<file path="src/hdl/ast_pkg.sv">
// shared types and constants of the audio silence truncator
package ast_pkg;

    localparam int THRESH_W    = 24;
    localparam int ALLOWED_W   = 24;
    localparam int RAMP_CFG_W  = 6;
    localparam int CFG_DATA_W  = 24;
    localparam int CFG_INDEX_W = 2;
    localparam int COUNT_W     = 25;

    localparam logic [THRESH_W-1:0]   THRESH_RESET  = 24'd0;
    localparam logic [ALLOWED_W-1:0]  ALLOWED_RESET = 24'd9600;
    localparam logic [RAMP_CFG_W-1:0] RAMP_RESET    = 6'd32;
    localparam logic [COUNT_W-1:0]    COUNT_MAX     = {COUNT_W{1'b1}};

    typedef enum logic [CFG_INDEX_W-1:0] {
        CFG_THRESHOLD = 2'd0,
        CFG_ALLOWED   = 2'd1,
        CFG_RAMP      = 2'd2,
        CFG_BYPASS    = 2'd3
    } cfg_index_t;

    typedef enum logic [2:0] {
        ST_IDLE,
        ST_CLASSIFY,
        ST_DECIDE,
        ST_DISPATCH,
        ST_READ,
        ST_LOAD,
        ST_SAMPLE
    } state_t;

    typedef struct packed {
        logic load;         // latch the accepted input beat
        logic classify;     // silence test and run count update
        logic decide;       // store writes and release plan
        logic rd;           // read one held sample
        logic emit_burst;   // load a held sample into the output register
        logic emit_sample;  // load the current sample into the output register
    } cmd_t;

    typedef struct packed {
        logic burst_pending;
        logic sample_pending;
        logic out_free;
    } status_t;

endpackage

</file>
<file path="src/hdl/ast_datapath.sv">
// datapath: config registers, run counter, hold memories and output register
module ast_datapath #(
    parameter int RAMP_MAX    = 32,
    parameter int SAMPLE_BITS = 24
) (
    input  logic                           aclk,
    input  logic                           aresetn,
    input  logic                           cfg_valid,
    input  logic [ast_pkg::CFG_INDEX_W-1:0] cfg_index,
    input  logic [ast_pkg::CFG_DATA_W-1:0]  cfg_data,
    input  logic [SAMPLE_BITS-1:0]         in_sample,
    input  logic                           in_last,
    input  ast_pkg::cmd_t                  cmd,
    output ast_pkg::status_t               status,
    input  logic                           m_tready,
    output logic                           out_valid,
    output logic [SAMPLE_BITS-1:0]         out_sample,
    output logic                           out_last
);
    import ast_pkg::*;

    localparam int PW = (RAMP_MAX > 1) ? $clog2(RAMP_MAX) : 1;
    localparam int RW = $clog2(RAMP_MAX + 1);
    localparam int SW = RW + 1;
    localparam int CW = (SAMPLE_BITS > THRESH_W) ? SAMPLE_BITS : THRESH_W;
    localparam logic [PW-1:0] PTR_LAST = PW'(RAMP_MAX - 1);

    logic [THRESH_W-1:0]   thr_reg;
    logic [ALLOWED_W-1:0]  allowed_reg;
    logic [RAMP_CFG_W-1:0] ramp_reg;
    logic                  bypass_reg;

    logic [RW-1:0]         r_reg, r_next;
    logic [ALLOWED_W-1:0]  keep_reg, keep_next;
    logic [RAMP_CFG_W-1:0] ramp_cap, r_full;

    logic [SAMPLE_BITS-1:0] sample_reg;
    logic                   last_reg;
    logic                   silent_reg;
    logic [COUNT_W-1:0]     cnt_reg;
    logic [PW-1:0]          tp_reg;
    logic [PW-1:0]          rd_ptr_reg;
    logic [RW-1:0]          len_reg;
    logic                   src_tail_reg;
    logic                   sample_after_reg;

    logic [SAMPLE_BITS-1:0] head_store [RAMP_MAX];
    logic [SAMPLE_BITS-1:0] tail_ring  [RAMP_MAX];
    logic [SAMPLE_BITS-1:0] head_rd_reg, tail_rd_reg;

    logic                   out_valid_reg;
    logic [SAMPLE_BITS-1:0] out_sample_reg;
    logic                   out_last_reg;

    logic [SAMPLE_BITS-1:0] mag;
    logic                   silent_now;
    logic [COUNT_W-1:0]     d;
    logic [COUNT_W-1:0]     d_m1;
    logic                   le_keep, le_allowed;
    logic [SW-1:0]          tp_w, r_w;
    logic [PW-1:0]          tail_start;
    logic [PW-1:0]          tp_inc, rd_inc;

    // configuration writes
    always_ff @(posedge aclk) begin
        if (!aresetn) begin
            thr_reg     <= THRESH_RESET;
            allowed_reg <= ALLOWED_RESET;
            ramp_reg    <= RAMP_RESET;
            bypass_reg  <= 1'b0;
        end else if (cfg_valid) begin
            case (cfg_index_t'(cfg_index))
                CFG_THRESHOLD: thr_reg     <= cfg_data[THRESH_W-1:0];
                CFG_ALLOWED:   allowed_reg <= cfg_data[ALLOWED_W-1:0];
                CFG_RAMP:      ramp_reg    <= cfg_data[RAMP_CFG_W-1:0];
                CFG_BYPASS:    bypass_reg  <= cfg_data[0];
                default:       thr_reg     <= thr_reg;
            endcase
        end
    end

    // effective ramp and the count of samples passed at once
    always_comb begin
        ramp_cap  = (ramp_reg > RAMP_CFG_W'(RAMP_MAX)) ? RAMP_CFG_W'(RAMP_MAX) : ramp_reg;
        r_full    = (ALLOWED_W'(ramp_cap) > allowed_reg) ? allowed_reg[RAMP_CFG_W-1:0]
                                                         : ramp_cap;
        r_next    = RW'(r_full);
        keep_next = allowed_reg - ALLOWED_W'(r_next);
    end

    always_ff @(posedge aclk) begin
        r_reg    <= r_next;
        keep_reg <= keep_next;
    end

    always_comb begin
        mag        = sample_reg[SAMPLE_BITS-1] ? (~sample_reg + 1'b1) : sample_reg;
        silent_now = CW'(mag) < CW'(thr_reg);
        d          = cnt_reg - COUNT_W'(keep_reg);
        d_m1       = d - COUNT_W'(1);
        le_keep    = cnt_reg <= COUNT_W'(keep_reg);
        le_allowed = cnt_reg <= COUNT_W'(allowed_reg);
        tp_w       = SW'(tp_reg);
        r_w        = SW'(r_reg);
        tail_start = (tp_w >= r_w) ? PW'(tp_w - r_w) : PW'(tp_w + SW'(RAMP_MAX) - r_w);
        tp_inc     = (tp_reg == PTR_LAST) ? '0 : tp_reg + 1'b1;
        rd_inc     = (rd_ptr_reg == PTR_LAST) ? '0 : rd_ptr_reg + 1'b1;
    end

    always_ff @(posedge aclk) begin
        if (cmd.load) begin
            sample_reg <= in_sample;
            last_reg   <= in_last;
        end
    end

    // run state and release plan
    always_ff @(posedge aclk) begin
        if (!aresetn) begin
            silent_reg       <= 1'b0;
            cnt_reg          <= '0;
            tp_reg           <= '0;
            rd_ptr_reg       <= '0;
            len_reg          <= '0;
            src_tail_reg     <= 1'b0;
            sample_after_reg <= 1'b0;
        end else begin
            if (cmd.classify) begin
                silent_reg <= silent_now;
                if (!bypass_reg && silent_now && cnt_reg != COUNT_MAX) begin
                    cnt_reg <= cnt_reg + 1'b1;
                end
            end
            if (cmd.decide) begin
                if (bypass_reg) begin
                    cnt_reg          <= '0;
                    len_reg          <= '0;
                    sample_after_reg <= 1'b1;
                end else if (silent_reg) begin
                    tp_reg           <= tp_inc;
                    sample_after_reg <= le_keep;
                    src_tail_reg     <= 1'b0;
                    rd_ptr_reg       <= '0;
                    if (last_reg) begin
                        cnt_reg <= '0;
                        if (le_keep) begin
                            len_reg <= '0;
                        end else if (le_allowed) begin
                            len_reg <= RW'(d);
                        end else begin
                            len_reg <= r_reg;
                        end
                    end else begin
                        len_reg <= '0;
                    end
                end else begin
                    cnt_reg          <= '0;
                    sample_after_reg <= 1'b1;
                    if (!le_allowed) begin
                        len_reg      <= r_reg;
                        src_tail_reg <= 1'b1;
                        rd_ptr_reg   <= tail_start;
                    end else if (!le_keep) begin
                        len_reg      <= RW'(d);
                        src_tail_reg <= 1'b0;
                        rd_ptr_reg   <= '0;
                    end else begin
                        len_reg <= '0;
                    end
                end
            end
            if (cmd.rd) begin
                rd_ptr_reg <= rd_inc;
                len_reg    <= len_reg - 1'b1;
            end
        end
    end

    // hold memories, registered read
    always_ff @(posedge aclk) begin
        if (cmd.decide && !bypass_reg && silent_reg) begin
            tail_ring[tp_reg] <= sample_reg;
            if (!le_keep && le_allowed) begin
                head_store[PW'(d_m1)] <= sample_reg;
            end
        end
        if (cmd.rd) begin
            head_rd_reg <= head_store[rd_ptr_reg];
            tail_rd_reg <= tail_ring[rd_ptr_reg];
        end
    end

    // output register
    always_ff @(posedge aclk) begin
        if (!aresetn) begin
            out_valid_reg <= 1'b0;
        end else if (cmd.emit_burst || cmd.emit_sample) begin
            out_valid_reg <= 1'b1;
        end else if (m_tready) begin
            out_valid_reg <= 1'b0;
        end
    end

    always_ff @(posedge aclk) begin
        if (cmd.emit_burst) begin
            out_sample_reg <= src_tail_reg ? tail_rd_reg : head_rd_reg;
            out_last_reg   <= (len_reg == '0) && !sample_after_reg;
        end else if (cmd.emit_sample) begin
            out_sample_reg <= sample_reg;
            out_last_reg   <= 1'b1;
        end
    end

    assign status.burst_pending  = (len_reg != '0);
    assign status.sample_pending = sample_after_reg;
    assign status.out_free       = !out_valid_reg || m_tready;

    assign out_valid  = out_valid_reg;
    assign out_sample = out_sample_reg;
    assign out_last   = out_last_reg;

endmodule

</file>
<file path="src/hdl/ast_ctrl.sv">
// controller state machine sequencing one input beat and its release burst
module ast_ctrl (
    input  logic              aclk,
    input  logic              aresetn,
    input  logic              s_tvalid,
    output logic              s_tready,
    input  ast_pkg::status_t  status,
    output ast_pkg::cmd_t     cmd
);
    import ast_pkg::*;

    state_t state_reg, state_next;

    always_ff @(posedge aclk) begin
        if (!aresetn) begin
            state_reg <= ST_IDLE;
        end else begin
            state_reg <= state_next;
        end
    end

    always_comb begin
        state_next = state_reg;
        cmd        = '0;
        s_tready   = 1'b0;
        case (state_reg)
            ST_IDLE: begin
                s_tready = 1'b1;
                if (s_tvalid) begin
                    cmd.load   = 1'b1;
                    state_next = ST_CLASSIFY;
                end
            end
            ST_CLASSIFY: begin
                cmd.classify = 1'b1;
                state_next   = ST_DECIDE;
            end
            ST_DECIDE: begin
                cmd.decide = 1'b1;
                state_next = ST_DISPATCH;
            end
            ST_DISPATCH: begin
                if (status.burst_pending) begin
                    state_next = ST_READ;
                end else if (status.sample_pending) begin
                    state_next = ST_SAMPLE;
                end else begin
                    state_next = ST_IDLE;
                end
            end
            ST_READ: begin
                cmd.rd     = 1'b1;
                state_next = ST_LOAD;
            end
            ST_LOAD: begin
                if (status.out_free) begin
                    cmd.emit_burst = 1'b1;
                    state_next     = ST_DISPATCH;
                end
            end
            ST_SAMPLE: begin
                if (status.out_free) begin
                    cmd.emit_sample = 1'b1;
                    state_next      = ST_IDLE;
                end
            end
            default: begin
                state_next = ST_IDLE;
            end
        endcase
    end

endmodule

</file>
<file path="src/hdl/audio_silence_truncator.sv">
// top level of the audio silence truncator
//
// Shortens long runs of silent audio samples. A sample is silent when its
// magnitude is below silence_threshold. In each silent run the first
// (allowed - ramp) samples pass at once and the next ramp samples are held
// in a small head memory; every silent sample also goes into a tail ring.
// A loud sample ends the run: the held head samples (if the run stayed within
// allowed_silent_samples) or the last ramp samples from the tail ring (if it
// grew longer) come out as one burst, followed by the loud sample. At stream
// end (s_tlast) inside a run the first allowed silent samples are kept. Ramp
// is min(ramp_samples, RAMP_MAX, allowed_silent_samples). With bypass set
// every sample passes and the run is cleared. m_tlast marks the last beat
// caused by one input beat; an input that is held or cut causes no beat.
// Sequence: an input beat passes the load, classify, decide and dispatch states;
// when the sample itself passes, a sample state follows, and each released
// held sample takes a dispatch, one memory read and one output load; stalls
// on m_tready add to that. The controller walks the hold memories one entry
// per burst beat. A new input beat is taken while the last result
// still waits in the output register. Configuration writes belong in idle
// time; cfg_ready is always high. There is no clearing pass after reset.
module audio_silence_truncator #(
    parameter int RAMP_MAX    = 32,
    parameter int SAMPLE_BITS = 24
) (
    input  logic                              aclk,
    input  logic                              aresetn,
    // configuration write channel
    input  logic                              cfg_valid,
    output logic                              cfg_ready,
    input  logic [ast_pkg::CFG_INDEX_W-1:0]   cfg_index,
    input  logic [ast_pkg::CFG_DATA_W-1:0]    cfg_data,
    // input samples
    input  logic                              s_tvalid,
    output logic                              s_tready,
    input  logic [((SAMPLE_BITS+7)/8)*8-1:0]  s_tdata,   // sample_in, zero pad
    input  logic                              s_tlast,   // last_in
    // kept samples
    output logic                              m_tvalid,
    input  logic                              m_tready,
    output logic [((SAMPLE_BITS+7)/8)*8-1:0]  m_tdata,   // sample_out, zero pad
    output logic                              m_tlast    // run_last
);
    import ast_pkg::*;

    localparam int TDATA_W = ((SAMPLE_BITS + 7) / 8) * 8;

    cmd_t                   cmd;
    status_t                status;
    logic [SAMPLE_BITS-1:0] out_sample;

    // config is always taken at once
    assign cfg_ready = 1'b1;

    ast_ctrl u_ctrl (
        .aclk     (aclk),
        .aresetn  (aresetn),
        .s_tvalid (s_tvalid),
        .s_tready (s_tready),
        .status   (status),
        .cmd      (cmd)
    );

    ast_datapath #(
        .RAMP_MAX    (RAMP_MAX),
        .SAMPLE_BITS (SAMPLE_BITS)
    ) u_datapath (
        .aclk       (aclk),
        .aresetn    (aresetn),
        .cfg_valid  (cfg_valid),
        .cfg_index  (cfg_index),
        .cfg_data   (cfg_data),
        .in_sample  (s_tdata[SAMPLE_BITS-1:0]),
        .in_last    (s_tlast),
        .cmd        (cmd),
        .status     (status),
        .m_tready   (m_tready),
        .out_valid  (m_tvalid),
        .out_sample (out_sample),
        .out_last   (m_tlast)
    );

    // pad bits above the sample are zero
    assign m_tdata = TDATA_W'(out_sample);

endmodule

</file>
<file path="config.mk">
export PLATFORM = sky130hd
export DESIGN_NAME = audio_silence_truncator
export DESIGN_NICKNAME = d
export VERILOG_FILES = /design/src/hdl/ast_pkg.sv /design/src/hdl/ast_datapath.sv /design/src/hdl/ast_ctrl.sv /design/src/hdl/audio_silence_truncator.sv
export SDC_FILE = /design/constraint.sdc
export NUM_CORES = 2
export LEC_CHECK = 0
export ABC_AREA = 0
export BUFFER_PORTS_ARGS = -buffer_cell sky130_fd_sc_hd__buf_2
export CORE_ASPECT_RATIO = 1.75
export CORE_MARGIN = 4
export CORE_UTILIZATION = 40
export DETAILED_ROUTE_END_ITERATION = 10
export PLACE_DENSITY = 0.65
export SYNTH_ARGS = -nofsm -noshare
export SYNTH_HDL_FRONTEND = slang
export SYNTH_HIERARCHICAL = 1
export SYNTH_SLANG_ARGS = --single-unit
</file>
<file path="constraint.sdc">
create_clock -name aclk -period 7.6 [get_ports aclk]
set_clock_uncertainty 0.05 [all_clocks]
set_input_delay 0 -clock aclk [delete_from_list [all_inputs] [get_ports aclk]]
set_output_delay 0 -clock aclk [all_outputs]
set_load 0.03 [all_outputs]
</file>
==> impl_metrics.toml <==
[status]
status = "complete, no violations"

[timing]
drv_slew = 0
finalSetupTns_ps = 0
finalCritPeriodShare = 0.677
rsz0062_at_grt = "false"
max-slew-margin-rel = 0.179
whs_ps = 40.3
hold_viol_final = 0
setup_viol = 0
fmax_ghz = 0.194
min_period_ps = 5140
worstMarginPinSlew_ps = 1230

[synth]
syn-num-nets = 3694
synth-seq-area-share = 0.733
yosys_warnings = 6
synth_cell_types = 80
synth_area_sq_um = 70600
netlist_instances = 3537
synth_edf_count = 1634
syn_avg_cell_area_sq_um = 20.0
async_reset_ff_frac = 0
synth_top_flop_cell = "edfxtp_1"
ys_ff_latch = 1767

[clock_tree]
postCtsSetupBuffers = 0
numCtsBuffers = 159
cts_max_level = 4
cts_repair_resize_count = 0
worstSkewPairLatency_ps = 790
clk_path_buf_depth = 4
cts_sinks = 1767
tritoncts = "built"
clkTransAtPathRegs_ps = 70
cts_root_buf = "clkbuf_16"

[drt]
route.detailed.drc = 0
wire_per_inst_um = 28.3
dr_wl_met2_mm = 95.4
first_pass_iters = 7
via_count = 34752
vias_per_cell = 5.63
drtIter0Drc = 3035
top_layer_used = "met4"
ant_nets = 0
dr_wl_met3_mm = 7.62
wl_met1_mm = 61.0
routed_wirelength_mm = 174

[global_route]
antenna_found_initial = 3
grt_pass1_wl_mm = 253
grt_overflow_total = 0
grt_usage = 0.189
grt_max_degree = 128
grt_pass1_vias = 36766

[setup_path]
crit_path_cell_trace = "buf_4 -> or4_4 -> or4_1 -> or2_4 -> nor3_2 -> nand2_2 -> o31ai_4 -> xnor2_1 -> ha_1 -> a21oi_1 -> nor2b_1 -> o21ai_0 -> nand4b_1 -> a311o_1 -> buf_4 -> nor4_4 -> a31oi_1 -> a41o_1"
end_kind = "register"
crit_fanout = 68
criticalPathCategory = "register to register"
cp.arrival_ps = 5760
cp-start-kind = "register"
cp_slowest_cell = "nor4_4"
crit_required_ps = 8220
critPathMaxStageDelay_ps = 650
crit_top_cell = "buf_4"

[run]
max-cap-violations = 0

[pwr]
leakage_nw = 24.6
ir_worst_vdd_uv = 207
power_density_nw_per_um2 = 240

[finish]
nets = 3950
syn_to_final_growth_pct = 13.9
layout-drive-gt1-share = 0.258
layout_commonest_cell = "edfxtp_1"
layout_common_cells = "edfxtp_1, mux4_2, nand2_1"

[placement]
io_buffer_count = 82
routabilityCongestion = 0.844
dp_hpwl_mm = 102

[die]
design.core.area_sq_um = 175000
die_h_um = 564
rows = 203
die_area_sq_um = 184000
die-width_um = 326
io-pin-count = 84
start_util = 0.403

[hold_path]
hp-class = "input port to register"
## power by group
group	switching, W	leakage [nW]	internal [W]
Combinational	0.000489	6.40	0.000234
Sequential	0.0000329	15.8	0.0107
Clock	0.00346	2.47	0.00441
## synthesized netlist by cell type (all sizes together) (4+ instances only)
| master | n | area share |
|---|---|---|
| mux2i | 41 | 0.0058 |
| xor2 | 10 | 0.0012 |
| a41o | 4 | 0.00057 |
| a31o | 5 | 0.00062 |
| nand2b | 16 | 0.0014 |
| nand4 | 15 | 0.0013 |
| a31oi | 6 | 0.00053 |
| a22oi | 5 | 0.00053 |
| or4 | 4 | 0.00048 |
| buf | 51 | 0.0038 |
| nand2 | 173 | 0.0093 |
| o41ai | 5 | 0.00062 |
| o21ai | 49 | 0.0035 |
| nor2 | 154 | 0.0082 |
| a211oi | 4 | 0.00043 |
| o211ai | 7 | 0.00074 |
| dfxtp | 133 | 0.038 |
| o31ai | 9 | 0.0012 |
| and2 | 8 | 0.00071 |
| mux2 | 54 | 0.0088 |
| ha | 98 | 0.017 |
| mux4 | 480 | 0.15 |
| a21boi | 51 | 0.0054 |
| xnor2 | 52 | 0.0064 |
| and3 | 11 | 0.00097 |
| o21a | 7 | 0.00074 |
| nor2b | 24 | 0.0021 |
| a21o | 14 | 0.0015 |
| nand3 | 32 | 0.0024 |
| or3b | 4 | 0.00050 |
| inv | 101 | 0.0054 |
| edfxtp | 1634 | 0.69 |
| nor3 | 26 | 0.0022 |
| nor4 | 16 | 0.0019 |
| a21oi | 68 | 0.0048 |
| clkbuf | 114 | 0.0061 |
| nand3b | 10 | 0.0011 |
## stage by stage
stage,std cells,total power (W),setup WS (ps),area [sq um],util
6_report,6168,0.0193,2460,80400,0.459
3_5_place_dp,5769,0.0116,2460,74200,0.423
4_1_cts,6163,0.0195,2430,80400,0.459
3_3_place_gp,5769,0.0116,2540,74200,0.423
5_1_grt,6165,0.0199,2190,80400,0.459
2_1_floorplan,3537,0.0113,2140,70600,-
## per-layer routing
metal | up-vias | GRT usage
li1 | 14859 | -
met1 | 18496 | 0.213
met2 | 1072 | 0.352
met3 | 325 | 0.0191
met5 | - | 0
met4 | 0 | 0.0997
## logic make-up after synthesis
family                   count (synthesis)  synth area share
flip-flops                            1767             0.733
multiplexers                           575             0.168
AND/OR/NAND/NOR                        511            0.0349
buffers and inverters                  266            0.0152
AO/OA/AOI/OAI                          254            0.0238
adder cells (fa/ha/maj)                101            0.0182
XOR/XNOR                                62           0.00769
other                                    1         0.0000531
## worst paths after layout
path / start / to / slack [ps] / cells after the start
worst max register to register: u_datapath/sample_reg[9]$_DFFE_PP_ / u_datapath/cnt_reg[21]$_SDFF_PN0_ / 2460 / 18
worst min register to register: u_datapath/thr_reg[5]$_SDFFE_PN0P_ / u_datapath/thr_reg[5]$_SDFFE_PN0P_ / 420 / 2
worst min-delay path: cfg_data[19] / u_datapath/allowed_reg[19]$_SDFFE_PN0P_ / 40 / 4
worst max-delay path: u_datapath/sample_reg[9]$_DFFE_PP_ / u_datapath/cnt_reg[21]$_SDFF_PN0_ / 2460 / 18
## worst max-delay path: cells and delay by family, from the launching register on
kind | cells | cell delay, ps
simple gates | 8 | 2420
compound gates | 6 | 1230
buf+inv | 2 | 530
flops | 1 | 380
fa+ha+maj | 1 | 330
xor+xnor | 1 | 90
## timing repair
item	CTS	global route
endpoints found under the hold margin	128	0
setup endpoints to repair	0	0
hold buffers	118	0
## area by class of cell
cell class,instances,area [sq um]
diodes,5,12.5
clock buffers,192,4260
clock inverters,84,767
fillers,14542,94800
inverters,101,379
multi-input cells,1504,18300
flip-flops and latches,1767,51700
well taps,2255,2820
repair buffers,260,2130
No activity file was read; power rests on OpenSTA's default activity.
